--- src/rtl/mkd_pkg.sv ---
`default_nettype none
// ----------------------------------------------------------------------------
// Morse key decoder package
// Shared widths, register indexes, the Morse code table and the beat types
// that pass between the tick controller, the code ROM and the result stage.
// ----------------------------------------------------------------------------
package mkd_pkg;

    // Letter buffer geometry.
    localparam int SYMBOL_SLOTS  = 6;
    localparam int TABLE_ENTRIES = 36;
    localparam int TIMER_W       = 16;
    localparam int COUNT_W       = 3;
    localparam int PATTERN_W     = 5;
    localparam int ASCII_W       = 7;
    localparam int CFG_INDEX_W   = 8;

    // Configuration register indexes and reset values.
    localparam logic [CFG_INDEX_W-1:0] CFG_IDX_SAMPLE_DELAY = 8'd0;
    localparam logic [CFG_INDEX_W-1:0] CFG_IDX_LETTER_GAP   = 8'd1;
    localparam logic [TIMER_W-1:0]     SAMPLE_DELAY_RESET   = 16'd250;
    localparam logic [TIMER_W-1:0]     LETTER_GAP_RESET     = 16'd3000;

    // Key levels.
    localparam logic KEY_PRESSED  = 1'b0;
    localparam logic KEY_RELEASED = 1'b1;

    // A finished letter handed from the tick controller to the result path.
    typedef struct packed {
        logic                 valid;
        logic [COUNT_W-1:0]   count;
        logic [PATTERN_W-1:0] pattern;
    } mkd_emit_t;

    // Result of a table lookup.
    typedef struct packed {
        logic               hit;
        logic [ASCII_W-1:0] ascii;
    } mkd_code_t;

    // One Morse table entry: symbol count, dash bits and character.
    typedef struct packed {
        logic [COUNT_W-1:0]   len;
        logic [PATTERN_W-1:0] bits;
        logic [ASCII_W-1:0]   ascii;
    } mkd_entry_t;

    localparam mkd_entry_t CODE_TABLE [TABLE_ENTRIES] = '{
        '{3'd2, 5'd2,  7'h41}, '{3'd4, 5'd1,  7'h42}, '{3'd4, 5'd5,  7'h43},
        '{3'd3, 5'd1,  7'h44}, '{3'd1, 5'd0,  7'h45}, '{3'd4, 5'd4,  7'h46},
        '{3'd3, 5'd3,  7'h47}, '{3'd4, 5'd0,  7'h48}, '{3'd2, 5'd0,  7'h49},
        '{3'd4, 5'd14, 7'h4A}, '{3'd3, 5'd5,  7'h4B}, '{3'd4, 5'd2,  7'h4C},
        '{3'd2, 5'd3,  7'h4D}, '{3'd2, 5'd1,  7'h4E}, '{3'd3, 5'd7,  7'h4F},
        '{3'd4, 5'd6,  7'h50}, '{3'd4, 5'd11, 7'h51}, '{3'd3, 5'd2,  7'h52},
        '{3'd3, 5'd0,  7'h53}, '{3'd1, 5'd1,  7'h54}, '{3'd3, 5'd4,  7'h55},
        '{3'd4, 5'd8,  7'h56}, '{3'd3, 5'd6,  7'h57}, '{3'd4, 5'd9,  7'h58},
        '{3'd4, 5'd13, 7'h59}, '{3'd4, 5'd3,  7'h5A}, '{3'd5, 5'd30, 7'h31},
        '{3'd5, 5'd28, 7'h32}, '{3'd5, 5'd24, 7'h33}, '{3'd5, 5'd16, 7'h34},
        '{3'd5, 5'd0,  7'h35}, '{3'd5, 5'd1,  7'h36}, '{3'd5, 5'd3,  7'h37},
        '{3'd5, 5'd7,  7'h38}, '{3'd5, 5'd15, 7'h39}, '{3'd5, 5'd31, 7'h30}
    };

    // Matches a symbol count and dash pattern against the table; the first
    // entry wins, although the entries are all distinct.
    function automatic mkd_code_t mkd_lookup(input logic [COUNT_W-1:0]   count,
                                             input logic [PATTERN_W-1:0] pattern);
        mkd_code_t res;
        res = '0;
        for (int i = TABLE_ENTRIES - 1; i >= 0; i--) begin
            if (CODE_TABLE[i].len == count && CODE_TABLE[i].bits == pattern) begin
                res.hit   = 1'b1;
                res.ascii = CODE_TABLE[i].ascii;
            end
        end
        return res;
    endfunction

    // A zero delay behaves as one tick.
    function automatic logic [TIMER_W-1:0] mkd_at_least_one(input logic [TIMER_W-1:0] v);
        return (v == '0) ? TIMER_W'(1) : v;
    endfunction

endpackage
`default_nettype wire

--- src/rtl/mkd_tick_ctrl.sv ---
`default_nettype none
// ----------------------------------------------------------------------------
// Morse key decoder tick controller
// Holds the configuration registers, the sample and letter-gap timers and the
// letter buffer, and advances them by one tick for every accepted beat.
// ----------------------------------------------------------------------------
module mkd_tick_ctrl
    import mkd_pkg::*;
(
    input  wire logic                   aclk,
    input  wire logic                   aresetn,
    input  wire logic                   cfg_wr,
    input  wire logic [CFG_INDEX_W-1:0] cfg_index,
    input  wire logic [TIMER_W-1:0]     cfg_data,
    input  wire logic                   tick_en,
    input  wire logic                   key_level,
    output mkd_emit_t                   emit
);

    logic [TIMER_W-1:0]   sample_delay_reg, sample_delay_next;
    logic [TIMER_W-1:0]   letter_gap_reg,   letter_gap_next;
    logic                 last_level_reg,   last_level_next;
    logic [TIMER_W-1:0]   sample_timer_reg, sample_timer_next;
    logic                 sample_active_reg, sample_active_next;
    logic [TIMER_W-1:0]   gap_timer_reg,    gap_timer_next;
    logic                 gap_active_reg,   gap_active_next;
    logic [PATTERN_W-1:0] pattern_reg,      pattern_next;
    logic [COUNT_W-1:0]   count_reg,        count_next;

    logic [TIMER_W-1:0]   sample_dec;
    logic [TIMER_W-1:0]   gap_dec;
    logic                 sample_fire;
    logic                 gap_fire;
    logic [COUNT_W-1:0]   count_inc;
    logic [PATTERN_W-1:0] dash_bit;

    // Configuration writes.
    always_comb begin
        sample_delay_next = sample_delay_reg;
        letter_gap_next   = letter_gap_reg;
        if (cfg_wr) begin
            case (cfg_index)
                CFG_IDX_SAMPLE_DELAY: sample_delay_next = cfg_data;
                CFG_IDX_LETTER_GAP:   letter_gap_next   = cfg_data;
                default: ;
            endcase
        end
    end

    // Expiry detection for both timers.
    assign sample_dec  = sample_timer_reg - TIMER_W'(1);
    assign gap_dec     = gap_timer_reg - TIMER_W'(1);
    assign sample_fire = sample_active_reg && (sample_dec == '0);
    assign gap_fire    = gap_active_reg && !sample_fire && (gap_dec == '0);
    assign count_inc   = count_reg + COUNT_W'(1);
    assign dash_bit    = (count_reg < COUNT_W'(PATTERN_W))
                       ? (PATTERN_W'(1) << count_reg) : '0;

    // One tick: sample timer first, then the gap timer, then the key edge.
    always_comb begin
        last_level_next    = last_level_reg;
        sample_timer_next  = sample_timer_reg;
        sample_active_next = sample_active_reg;
        gap_timer_next     = gap_timer_reg;
        gap_active_next    = gap_active_reg;
        pattern_next       = pattern_reg;
        count_next         = count_reg;
        if (tick_en) begin
            if (sample_active_reg) begin
                sample_timer_next = sample_dec;
            end
            if (sample_fire) begin
                sample_active_next = 1'b0;
                // A sixth symbol empties the buffer.
                if (count_inc >= COUNT_W'(SYMBOL_SLOTS)) begin
                    pattern_next = '0;
                    count_next   = '0;
                end else begin
                    pattern_next = (key_level == KEY_PRESSED) ? (pattern_reg | dash_bit)
                                                              : pattern_reg;
                    count_next   = count_inc;
                end
                gap_timer_next  = mkd_at_least_one(letter_gap_reg);
                gap_active_next = 1'b1;
            end else if (gap_active_reg) begin
                gap_timer_next = gap_dec;
                if (gap_fire) begin
                    gap_active_next = 1'b0;
                    pattern_next    = '0;
                    count_next      = '0;
                end
            end
            if (last_level_reg == KEY_RELEASED && key_level == KEY_PRESSED) begin
                sample_timer_next  = mkd_at_least_one(sample_delay_reg);
                sample_active_next = 1'b1;
            end
            last_level_next = key_level;
        end
    end

    // The finished letter leaves with the buffer as it stood before clearing.
    always_comb begin
        emit.valid   = tick_en && gap_fire;
        emit.count   = count_reg;
        emit.pattern = pattern_reg;
    end

    always_ff @(posedge aclk) begin
        if (!aresetn) begin
            sample_delay_reg  <= SAMPLE_DELAY_RESET;
            letter_gap_reg    <= LETTER_GAP_RESET;
            last_level_reg    <= KEY_RELEASED;
            sample_timer_reg  <= '0;
            sample_active_reg <= 1'b0;
            gap_timer_reg     <= '0;
            gap_active_reg    <= 1'b0;
            pattern_reg       <= '0;
            count_reg         <= '0;
        end else begin
            sample_delay_reg  <= sample_delay_next;
            letter_gap_reg    <= letter_gap_next;
            last_level_reg    <= last_level_next;
            sample_timer_reg  <= sample_timer_next;
            sample_active_reg <= sample_active_next;
            gap_timer_reg     <= gap_timer_next;
            gap_active_reg    <= gap_active_next;
            pattern_reg       <= pattern_next;
            count_reg         <= count_next;
        end
    end

endmodule
`default_nettype wire

--- src/rtl/mkd_code_rom.sv ---
`default_nettype none
// ----------------------------------------------------------------------------
// Morse key decoder code ROM
// Synchronous lookup of the Morse table, addressed by symbol count and dash
// pattern, with the read data registered in the cycle after the read strobe.
// ----------------------------------------------------------------------------
module mkd_code_rom
    import mkd_pkg::*;
(
    input  wire logic                 aclk,
    input  wire logic                 rd_en,
    input  wire logic [COUNT_W-1:0]   rd_count,
    input  wire logic [PATTERN_W-1:0] rd_pattern,
    output mkd_code_t                 rd_data
);

    mkd_code_t rd_data_reg;

    // Read data only changes on a strobe, so it holds while the result waits.
    always_ff @(posedge aclk) begin
        if (rd_en) begin
            rd_data_reg <= mkd_lookup(rd_count, rd_pattern);
        end
    end

    assign rd_data = rd_data_reg;

endmodule
`default_nettype wire

--- src/rtl/mkd_result_stage.sv ---
`default_nettype none
// ----------------------------------------------------------------------------
// Morse key decoder result stage
// Tracks the letter whose ROM read is in flight and the output register that
// presents the finished result beat to the receiver.
// ----------------------------------------------------------------------------
module mkd_result_stage
    import mkd_pkg::*;
(
    input  wire logic                  aclk,
    input  wire logic                  aresetn,
    input  wire mkd_emit_t             emit,
    input  wire mkd_code_t             code,
    output logic                       stage_full,
    output logic                       lookup_pending,
    output logic                       m_valid,
    input  wire logic                  m_ready,
    output logic                       m_matched,
    output logic [ASCII_W-1:0]         m_char_code,
    output logic [COUNT_W-1:0]         m_symbol_count,
    output logic [PATTERN_W-1:0]       m_symbol_pattern
);

    logic                 p1_valid_reg, p1_valid_next;
    logic [COUNT_W-1:0]   p1_count_reg;
    logic [PATTERN_W-1:0] p1_pattern_reg;
    logic                 out_valid_reg, out_valid_next;
    logic                 out_matched_reg;
    logic [ASCII_W-1:0]   out_char_reg;
    logic [COUNT_W-1:0]   out_count_reg;
    logic [PATTERN_W-1:0] out_pattern_reg;
    logic                 p1_move;

    // The lookup stage may advance whenever the output register is free or
    // is being emptied in this cycle.
    assign p1_move    = !out_valid_reg || m_ready;
    assign stage_full = p1_valid_reg && !p1_move;

    always_comb begin
        p1_valid_next  = p1_valid_reg;
        out_valid_next = out_valid_reg;
        if (emit.valid) begin
            p1_valid_next = 1'b1;
        end else if (p1_move) begin
            p1_valid_next = 1'b0;
        end
        if (p1_valid_reg && p1_move) begin
            out_valid_next = 1'b1;
        end else if (m_ready) begin
            out_valid_next = 1'b0;
        end
    end

    // Control state.
    always_ff @(posedge aclk) begin
        if (!aresetn) begin
            p1_valid_reg  <= 1'b0;
            out_valid_reg <= 1'b0;
        end else begin
            p1_valid_reg  <= p1_valid_next;
            out_valid_reg <= out_valid_next;
        end
    end

    // Payload registers.
    always_ff @(posedge aclk) begin
        if (emit.valid) begin
            p1_count_reg   <= emit.count;
            p1_pattern_reg <= emit.pattern;
        end
        if (p1_valid_reg && p1_move) begin
            out_matched_reg <= code.hit;
            out_char_reg    <= code.ascii;
            out_count_reg   <= p1_count_reg;
            out_pattern_reg <= p1_pattern_reg;
        end
    end

    assign lookup_pending   = p1_valid_reg;
    assign m_valid          = out_valid_reg;
    assign m_matched        = out_matched_reg;
    assign m_char_code      = out_char_reg;
    assign m_symbol_count   = out_count_reg;
    assign m_symbol_pattern = out_pattern_reg;

endmodule
`default_nettype wire

--- src/rtl/morse_key_decoder_unit.sv ---
`default_nettype none
// ----------------------------------------------------------------------------
// Morse key decoder
// Decodes a sampled key line into letters and digits of the Morse alphabet.
// ----------------------------------------------------------------------------
// Each input beat on s_ is one tick carrying the key level (low is pressed).
// One beat is taken per clock while s_ready is high, so a tick stream can run
// at full clock rate. A letter ends when the letter gap timer expires; that
// tick produces one result beat on m_ with the match flag, the ASCII code
// (zero when there is no match), the symbol count and the dash pattern.
// Most ticks produce no result.
// The result of the ending tick passes through the registered read of the
// code ROM and then through the output register, which drives m_valid.
// The cfg_ port writes the sample delay (index 0) and the letter gap
// (index 1); it is always ready and should be used only while idle.
// Reset sets the delays to 250 and 3000 ticks, empties the letter buffer and
// stops both timers. When the receiver stalls, one result waits in the output
// register and one more in the lookup stage; s_ready falls only when both are
// occupied and the output is not taken in that cycle.
// ----------------------------------------------------------------------------
module morse_key_decoder_unit
    import mkd_pkg::*;
(
    input  wire logic                   aclk,
    input  wire logic                   aresetn,
    input  wire logic                   cfg_valid,
    output logic                        cfg_ready,
    input  wire logic [CFG_INDEX_W-1:0] cfg_index,
    input  wire logic [TIMER_W-1:0]     cfg_data,
    input  wire logic                   s_valid,
    output logic                        s_ready,
    input  wire logic                   s_key_level,
    output logic                        m_valid,
    input  wire logic                   m_ready,
    output logic                        m_matched,
    output logic [ASCII_W-1:0]          m_char_code,
    output logic [COUNT_W-1:0]          m_symbol_count,
    output logic [PATTERN_W-1:0]        m_symbol_pattern
);

    mkd_emit_t emit;
    mkd_code_t code;
    logic      stage_full;
    logic      lookup_pending;
    logic      s_accept;

    // Handshakes.
    assign cfg_ready = 1'b1;
    assign s_ready   = !stage_full;
    assign s_accept  = s_valid && s_ready;

    // Timers and letter buffer.
    mkd_tick_ctrl u_tick_ctrl (
        .aclk      (aclk),
        .aresetn   (aresetn),
        .cfg_wr    (cfg_valid),
        .cfg_index (cfg_index),
        .cfg_data  (cfg_data),
        .tick_en   (s_accept),
        .key_level (s_key_level),
        .emit      (emit)
    );

    // Morse table lookup.
    mkd_code_rom u_code_rom (
        .aclk       (aclk),
        .rd_en      (emit.valid),
        .rd_count   (emit.count),
        .rd_pattern (emit.pattern),
        .rd_data    (code)
    );

    // Lookup stage and output register.
    mkd_result_stage u_result_stage (
        .aclk             (aclk),
        .aresetn          (aresetn),
        .emit             (emit),
        .code             (code),
        .stage_full       (stage_full),
        .lookup_pending   (lookup_pending),
        .m_valid          (m_valid),
        .m_ready          (m_ready),
        .m_matched        (m_matched),
        .m_char_code      (m_char_code),
        .m_symbol_count   (m_symbol_count),
        .m_symbol_pattern (m_symbol_pattern)
    );

`ifndef ASSERT_OFF
    // A finished letter is always in the lookup stage on the next cycle.
    assert property (@(posedge aclk) disable iff (!aresetn)
        emit.valid |=> lookup_pending)
        else $error("finished letter did not enter the lookup stage");

    // Input back-pressure only when both result registers are occupied.
    assert property (@(posedge aclk) disable iff (!aresetn)
        !s_ready |-> (lookup_pending && m_valid && !m_ready))
        else $error("input stalled without a full result path");

    // A matched result always carries a nonzero character code.
    assert property (@(posedge aclk) disable iff (!aresetn)
        (m_valid && m_matched) |-> (m_char_code != '0))
        else $error("matched result with empty character code");

    // The symbol count never exceeds the letter buffer.
    assert property (@(posedge aclk) disable iff (!aresetn)
        m_valid |-> (m_symbol_count < COUNT_W'(SYMBOL_SLOTS)))
        else $error("result symbol count out of range");
`endif

endmodule
`default_nettype wire

--- config.mk ---
export PLATFORM = sky130hd
export DESIGN_NAME = morse_key_decoder_unit
export DESIGN_NICKNAME = d
export VERILOG_FILES = /design/src/rtl/mkd_pkg.sv /design/src/rtl/mkd_tick_ctrl.sv /design/src/rtl/mkd_code_rom.sv /design/src/rtl/mkd_result_stage.sv /design/src/rtl/morse_key_decoder_unit.sv
export SDC_FILE = /design/constraint.sdc
export NUM_CORES = 1
export LEC_CHECK = 0
export ABC_CLOCK_PERIOD_IN_PS = 5540
export BUFFER_PORTS_ARGS = -buffer_cell sky130_fd_sc_hd__buf_4
export CAP_MARGIN = 20
export CORE_MARGIN = 1.5
export CORE_UTILIZATION = 35
export DETAILED_ROUTE_END_ITERATION = 8
export GPL_TIMING_DRIVEN = 0
export HOLD_SLACK_MARGIN = 0.06
export PLACE_DENSITY = 0.56
export RECOVER_POWER = 100
export SYNTH_ARGS = -nofsm -noshare
export SYNTH_HDL_FRONTEND = slang
export SYNTH_HIERARCHICAL = 1
export SYNTH_SLANG_ARGS = --single-unit
--- constraint.sdc ---
create_clock -name aclk -period 5.54 [get_ports aclk]
set_input_delay 0.277 -clock aclk [delete_from_list [all_inputs] [get_ports aclk]]
set_output_delay 0.277 -clock aclk [all_outputs]
set_load 0.05 [all_outputs]
# == Yosys cells after proc, flatten, opt, wreduce, memory -nomap -nowiden ==
# Cells that the tools add are included.
# classes
muxes,60
n_shift,1
addsub,3
reduce_logical,73
n_bitwise,2
magnitude_cmp,2
eq_ne,25
# op_table
operator,count
$mux W16,6
$mux W5,17
$logic_not A16 Y1,4
$mux W7,9
$logic_and A1 B1 Y1,44
$reduce_or A35 Y1,1
$mux W4,8
$sub A16 B1 Y16 const B,2
$eq A4 B5 Y1 const A,6
$reduce_or A26 Y1,1
$eq A5 B5 Y1 const A,5
$mux W3,8
$eq A3 B5 Y1 const A,4
$reduce_or A15 Y1,1
$reduce_bool A2 Y1,6
$eq A2 B5 Y1 const A,2
$reduce_and A2 Y1,5
$mux W1,9
$eq A8 B1 Y1 const B,1
$logic_not A8 Y1,1
$mux W8,1
$reduce_or A7 Y1,1
$eq A2 B3 Y1 const A,2
$eq A3 B3 Y1 const A,2
16 further kinds,20
# word_totals
register_bits,109
inputBits,30

# == Depth between registers and ports, before layout ==
# logic_depth
word_depth,37
depth_mapped,12
mapped_depth_nobuf,9

# == Cells and area by module ==
# Netlist, hierarchy kept.
# by_module_without_submodules
mod,n_inst,cells_each,seq_area_each_um2,area_each_um2
mkd_tick_ctrl,1,534,1501.4,4494.3
mkd_code_rom,1,120,240.2,967.2
mkd_result_stage,1,31,760.7,797.0
morse_key_decoder_unit,1,4,0.0,21.3

# == Worst setup path before layout ==
# Ideal clock, no wire load.
# synth_path
path_kind,reg-to-reg
startpoint,register u_tick_ctrl.gap_timer_reg[2]
endpoint,register u_code_rom.rd_data_reg (netlist bit u_code_rom/rd_data[0]) (enable)
path_stages_with_launch,9
setup_slack_ns,1.635
t_required_ns,5.107
t_arrival_ns,3.471
path_buffers,2
synth_period_minus_slack_ns,3.905
path_cell_list,dfxtp_1 > buf_6 > or4_4 > buf_6 > nor2_1 > nand4_1 > xor2_1 > o2111ai_1 > nor4_1
# synth_rtl
element,line,source
start: declaration,mkd_tick_ctrl.sv:25,"logic [TIMER_W-1:0] gap_timer_reg, gap_timer_next;"
start signal: assignment,mkd_tick_ctrl.sv:125,gap_timer_reg <= gap_timer_next;
end signal: assignment,mkd_code_rom.sv:22,"rd_data_reg <= mkd_lookup(rd_count, rd_pattern);"
end: declaration,mkd_code_rom.sv:17,mkd_code_t rd_data_reg;

# == Worst setup path in the final report ==
# layout_path
startpoint,register u_tick_ctrl.sample_timer_reg[0]
endpoint,register u_tick_ctrl.gap_timer_reg[1]
# layout_via
elab_chain_len,5
elab_cells_between_ends,6
classes_between,add/sub (1); mux (1); reduce/logical (4)
# layout_rtl
element,line,source
start: declaration,mkd_tick_ctrl.sv:23,"logic [TIMER_W-1:0] sample_timer_reg, sample_timer_next;"
start signal: assignment,mkd_tick_ctrl.sv:123,sample_timer_reg <= sample_timer_next;
$sub A16 B1 Y16 *,mkd_tick_ctrl.sv:51,assign sample_dec = sample_timer_reg - TIMER_W'(1);
$logic_not A16 Y1 *,mkd_tick_ctrl.sv:53,assign sample_fire = sample_active_reg && (sample_dec == '0);
$logic_and A1 B1 Y1 *,mkd_tick_ctrl.sv:53,
$reduce_bool A2 Y1 (no source line),-,
$reduce_and A2 Y1 (no source line),-,
# Mark *: on every way between the ends. The rest lies on a longest branch, timed or not.
# A chain may end at the register's enable or synchronous reset.

==> results.py <==
metrics = {
    "placement": {
        "dp_slack_ns": 2.26,
        "place_area_sq_um": 6950,
        "dp_hpwl_um": 13000,
        "gp_congestion": 0.947,
        "io_buffers": 47,
    },
    "sta": {
        "timing.fmax_ghz": 0.254,
        "setup_viol": 0,
        "final.min_clock_period_ns": 3.94,
        "worst_slack_ns": 1.60,
        "timing.setup.tns_ns": 0,
        "relSlewSlack": 0.200,
        "finalHoldViolCount": 0,
        "fin_crit_sh": 0.711,
        "rsz0062_at_grt": "no",
        "slew_viol_final": 0,
        "fin_skew_ns": 0.0101,
        "worstMarginPinSlew_ns": 1.19,
    },
    "setup_path": {
        "slowest_delay_ns": 1.03,
        "rr_worst_depth": 9,
        "critPathLaunchType": "flop",
        "reg2reg_slack_ns": 1.60,
        "timing.rr.end": "u_tick_ctrl/gap_timer_reg[1]",
        "crit_type": "flop to flop",
        "timing.rr.start": "u_tick_ctrl/sample_timer_reg[0]",
        "cp_max_fo": 10,
        "cp_slowest_cell": "nor4_1",
        "endpoint_kind": "flop",
        "worstPathArrival_ns": 4.14,
        "cp_common_cell": "clkbuf_1",
        "critPathRequiredTime_ns": 5.74,
        "path_cells": "nor4_1 -> nand4_1 -> xor2_1 -> nand3_1 -> or2_1 -> clkbuf_1 -> clkbuf_1 -> o21ai_0 -> o22ai_1",
    },
    "status": {
        "status": "finished clean",
    },
    "drt": {
        "viasPerCell": 5.66,
        "via_count": 5549,
        "wl_per_cell_um": 17.7,
        "dr.pass1.iters": 7,
        "drt-initial-drc-count": 409,
        "drcViolationCount": 0,
        "ant_nets": 0,
        "finalWirelength_um": 17400,
    },
    "synthesis": {
        "ys_ff_latch": 109,
        "synthTopCellsByArea": "dfxtp_1 25%, edfxtp_1 15%, mux2i_1 6.5%",
        "async_flop_share": 0,
        "netlist_area_sq_um": 6280,
        "synthAdderAreaFrac": 0.0179,
        "synth_commonest_cells": "77 x dfxtp_1, 71 x nor2_1, 66 x nand2_1",
        "yosysMostFrequentCell": "dfxtp_1",
        "ys.flop_type": "dfxtp_1",
        "yosysTopAreaCellShare": 0.245,
        "synth_mux_area_frac": 0.0671,
        "synthSimpleGateAreaFrac": 0.258,
        "synth_fp_nets": 728,
        "synth_compound_area_frac": 0.180,
        "yosys_warnings": 6,
        "synthCells": 689,
        "yosysSeqAreaShare": 0.398,
        "yosys.cell_types.count": 91,
        "synth_top_cell_by_area": "dfxtp_1",
        "synth-xor-area-share": 0.0183,
        "synth_top_family_by_area": "simple AND/OR/NAND/NOR gates",
        "synth_edf_count": 32,
        "synth.avg_cell_area_sq_um": 9.11,
    },
    "global_routing": {
        "grt_pass1_vias": 5309,
        "gr-usage-all-layers": 0.191,
        "antenna_found_initial": 0,
        "overflow": 0,
        "grt_max_degree": 21,
        "grt_pass1_wl_um": 28000,
    },
    "clocking": {
        "cts_resized": 0,
        "clk_pin_slew_worst_paths_ns": 0.08,
        "clkLatencyLatePin_ns": 0.35,
        "clock_sinks": 109,
        "cts_setup_buffers": 0,
        "cts_made_buffers": 9,
        "cts_tree": "done",
        "htreeDepth": 3,
        "cts_buffer_depth": 2,
        "cts_root_buffer": "clkbuf_16",
        "cts_hold_buf": 0,
    },
    "die": {
        "fp.coreArea_sq_um": 17400,
        "io_pins": 49,
        "rows": 48,
        "initial_core_util": 0.361,
        "die_area_sq_um": 18800,
        "die_y_um": 137,
        "die_w_um": 137,
    },
    "cells_and_area": {
        "syn_to_final_growth_pct": 12.2,
        "final_area_sq_um": 7040,
        "final_layout_size_suffix_gt1_frac": 0.122,
        "fin_util": 0.404,
        "antenna_cells": 0,
        "nNetsFinal": 789,
    },
    "min_path": {
        "hold_class": "primary input to flop",
        "min_to": "u_tick_ctrl/letter_gap_reg[4]",
        "worstHoldStart": "cfg_data[4]",
        "min_path_cells": 3,
    },
    "pwr": {
        "irDropWorstVdd_mv": 0.160,
        "power_density_nw_per_um2": 239,
        "p_leak_nw": 2.67,
    },
    "job": {
        "drv_cap": 0,
    },
}
==> worst max path at each step <==
stage	from	end	slack, ns	depth (start not counted)
floorplan	u_tick_ctrl/gap_timer_reg[2]	u_code_rom/rd_data[0]	1.64	8
global placement	u_tick_ctrl/gap_timer_reg[0]	u_code_rom/rd_data[0]	0.57	8
detailed placement	u_tick_ctrl/sample_timer_reg[1]	u_code_rom/rd_data[1]	2.26	10
CTS	u_tick_ctrl/sample_timer_reg[1]	u_code_rom/rd_data[7]	2.25	10
global route	u_tick_ctrl/sample_timer_reg[0]	u_code_rom/rd_data[7]	1.30	8
finish	u_tick_ctrl/sample_timer_reg[0]	u_tick_ctrl/gap_timer_reg[1]	1.60	9
==> layer usage <==
layer | global-route usage | up-vias | part of all wire
li1 | - | 2680 | -
met1 | 0.265 | 2660 | 0.49
met2 | 0.303 | 181 | 0.44
met3 | 0.0333 | 28 | 0.052
met4 | 0.0556 | 0 | 0.020
met5 | 0 | - | 0
==> critical path: cells and delay by family, from the launching register on <==
kind | cells | cell delay (ns)
flip-flops | 1 | 0.40
XOR/XNOR | 1 | 0.36
AO/OA/AOI/OAI | 2 | 0.45
AND/OR/NAND/NOR | 4 | 1.98
buffers and inverters | 2 | 0.59
==> power breakdown <==
part / switching [mW] / internal, mW / leakage [nW]
sequential: 0.0128 / 0.825 / 0.915
clock: 0.311 / 0.317 / 0.145
combinational: 0.132 / 0.0880 / 1.61
total: 0.456 / 1.23 / 2.67
==> final cells by class <==
class / count / area [sq um]
fill: 1790 / 10400
multi-input combinational: 518 / 3350
sequential: 109 / 2500
timing repair buffer: 50 / 297
tap: 225 / 282
buffer: 48 / 275
clock buffer: 9 / 225
clock inverter: 7 / 61.3
inverter: 14 / 52.6
==> through the flow <==
| step | instances | power, mW | hold WS, ns |
|---|---|---|---|
| floorplan | 689 | 1.02 | 0.395 |
| global placement | 961 | 1.08 | 0.401 |
| detailed placement | 964 | 1.09 | 0.405 |
| CTS | 980 | 1.72 | 0.141 |
| global route | 980 | 1.76 | 0.141 |
| finish | 980 | 1.69 | 0.152 |
==> placed cells by master (no fill, tap or decap), types with 11 or more instances in the layout <==
cell and n:
a21oi_1 36, buf_4 33, clkbuf_1 49, dfxtp_1 77, edfxtp_1 32, inv_1 13
mux2i_1 41, nand2_1 66, nand3_1 16, nand4_1 17, nor2_1 72, nor2b_1 14
nor3_1 26, nor4_1 20, o21a_1 12, o21ai_0 33, o22ai_1 11
==> cells by family after synthesis <==
kind of cell,after synthesis
simple gates,295
compound gates,160
flops,109
buf+inv,62
mux,42
xor+xnor,11
fa+ha+maj,9
other cells,1
Note: power is estimated with default switching activity, not from simulation.
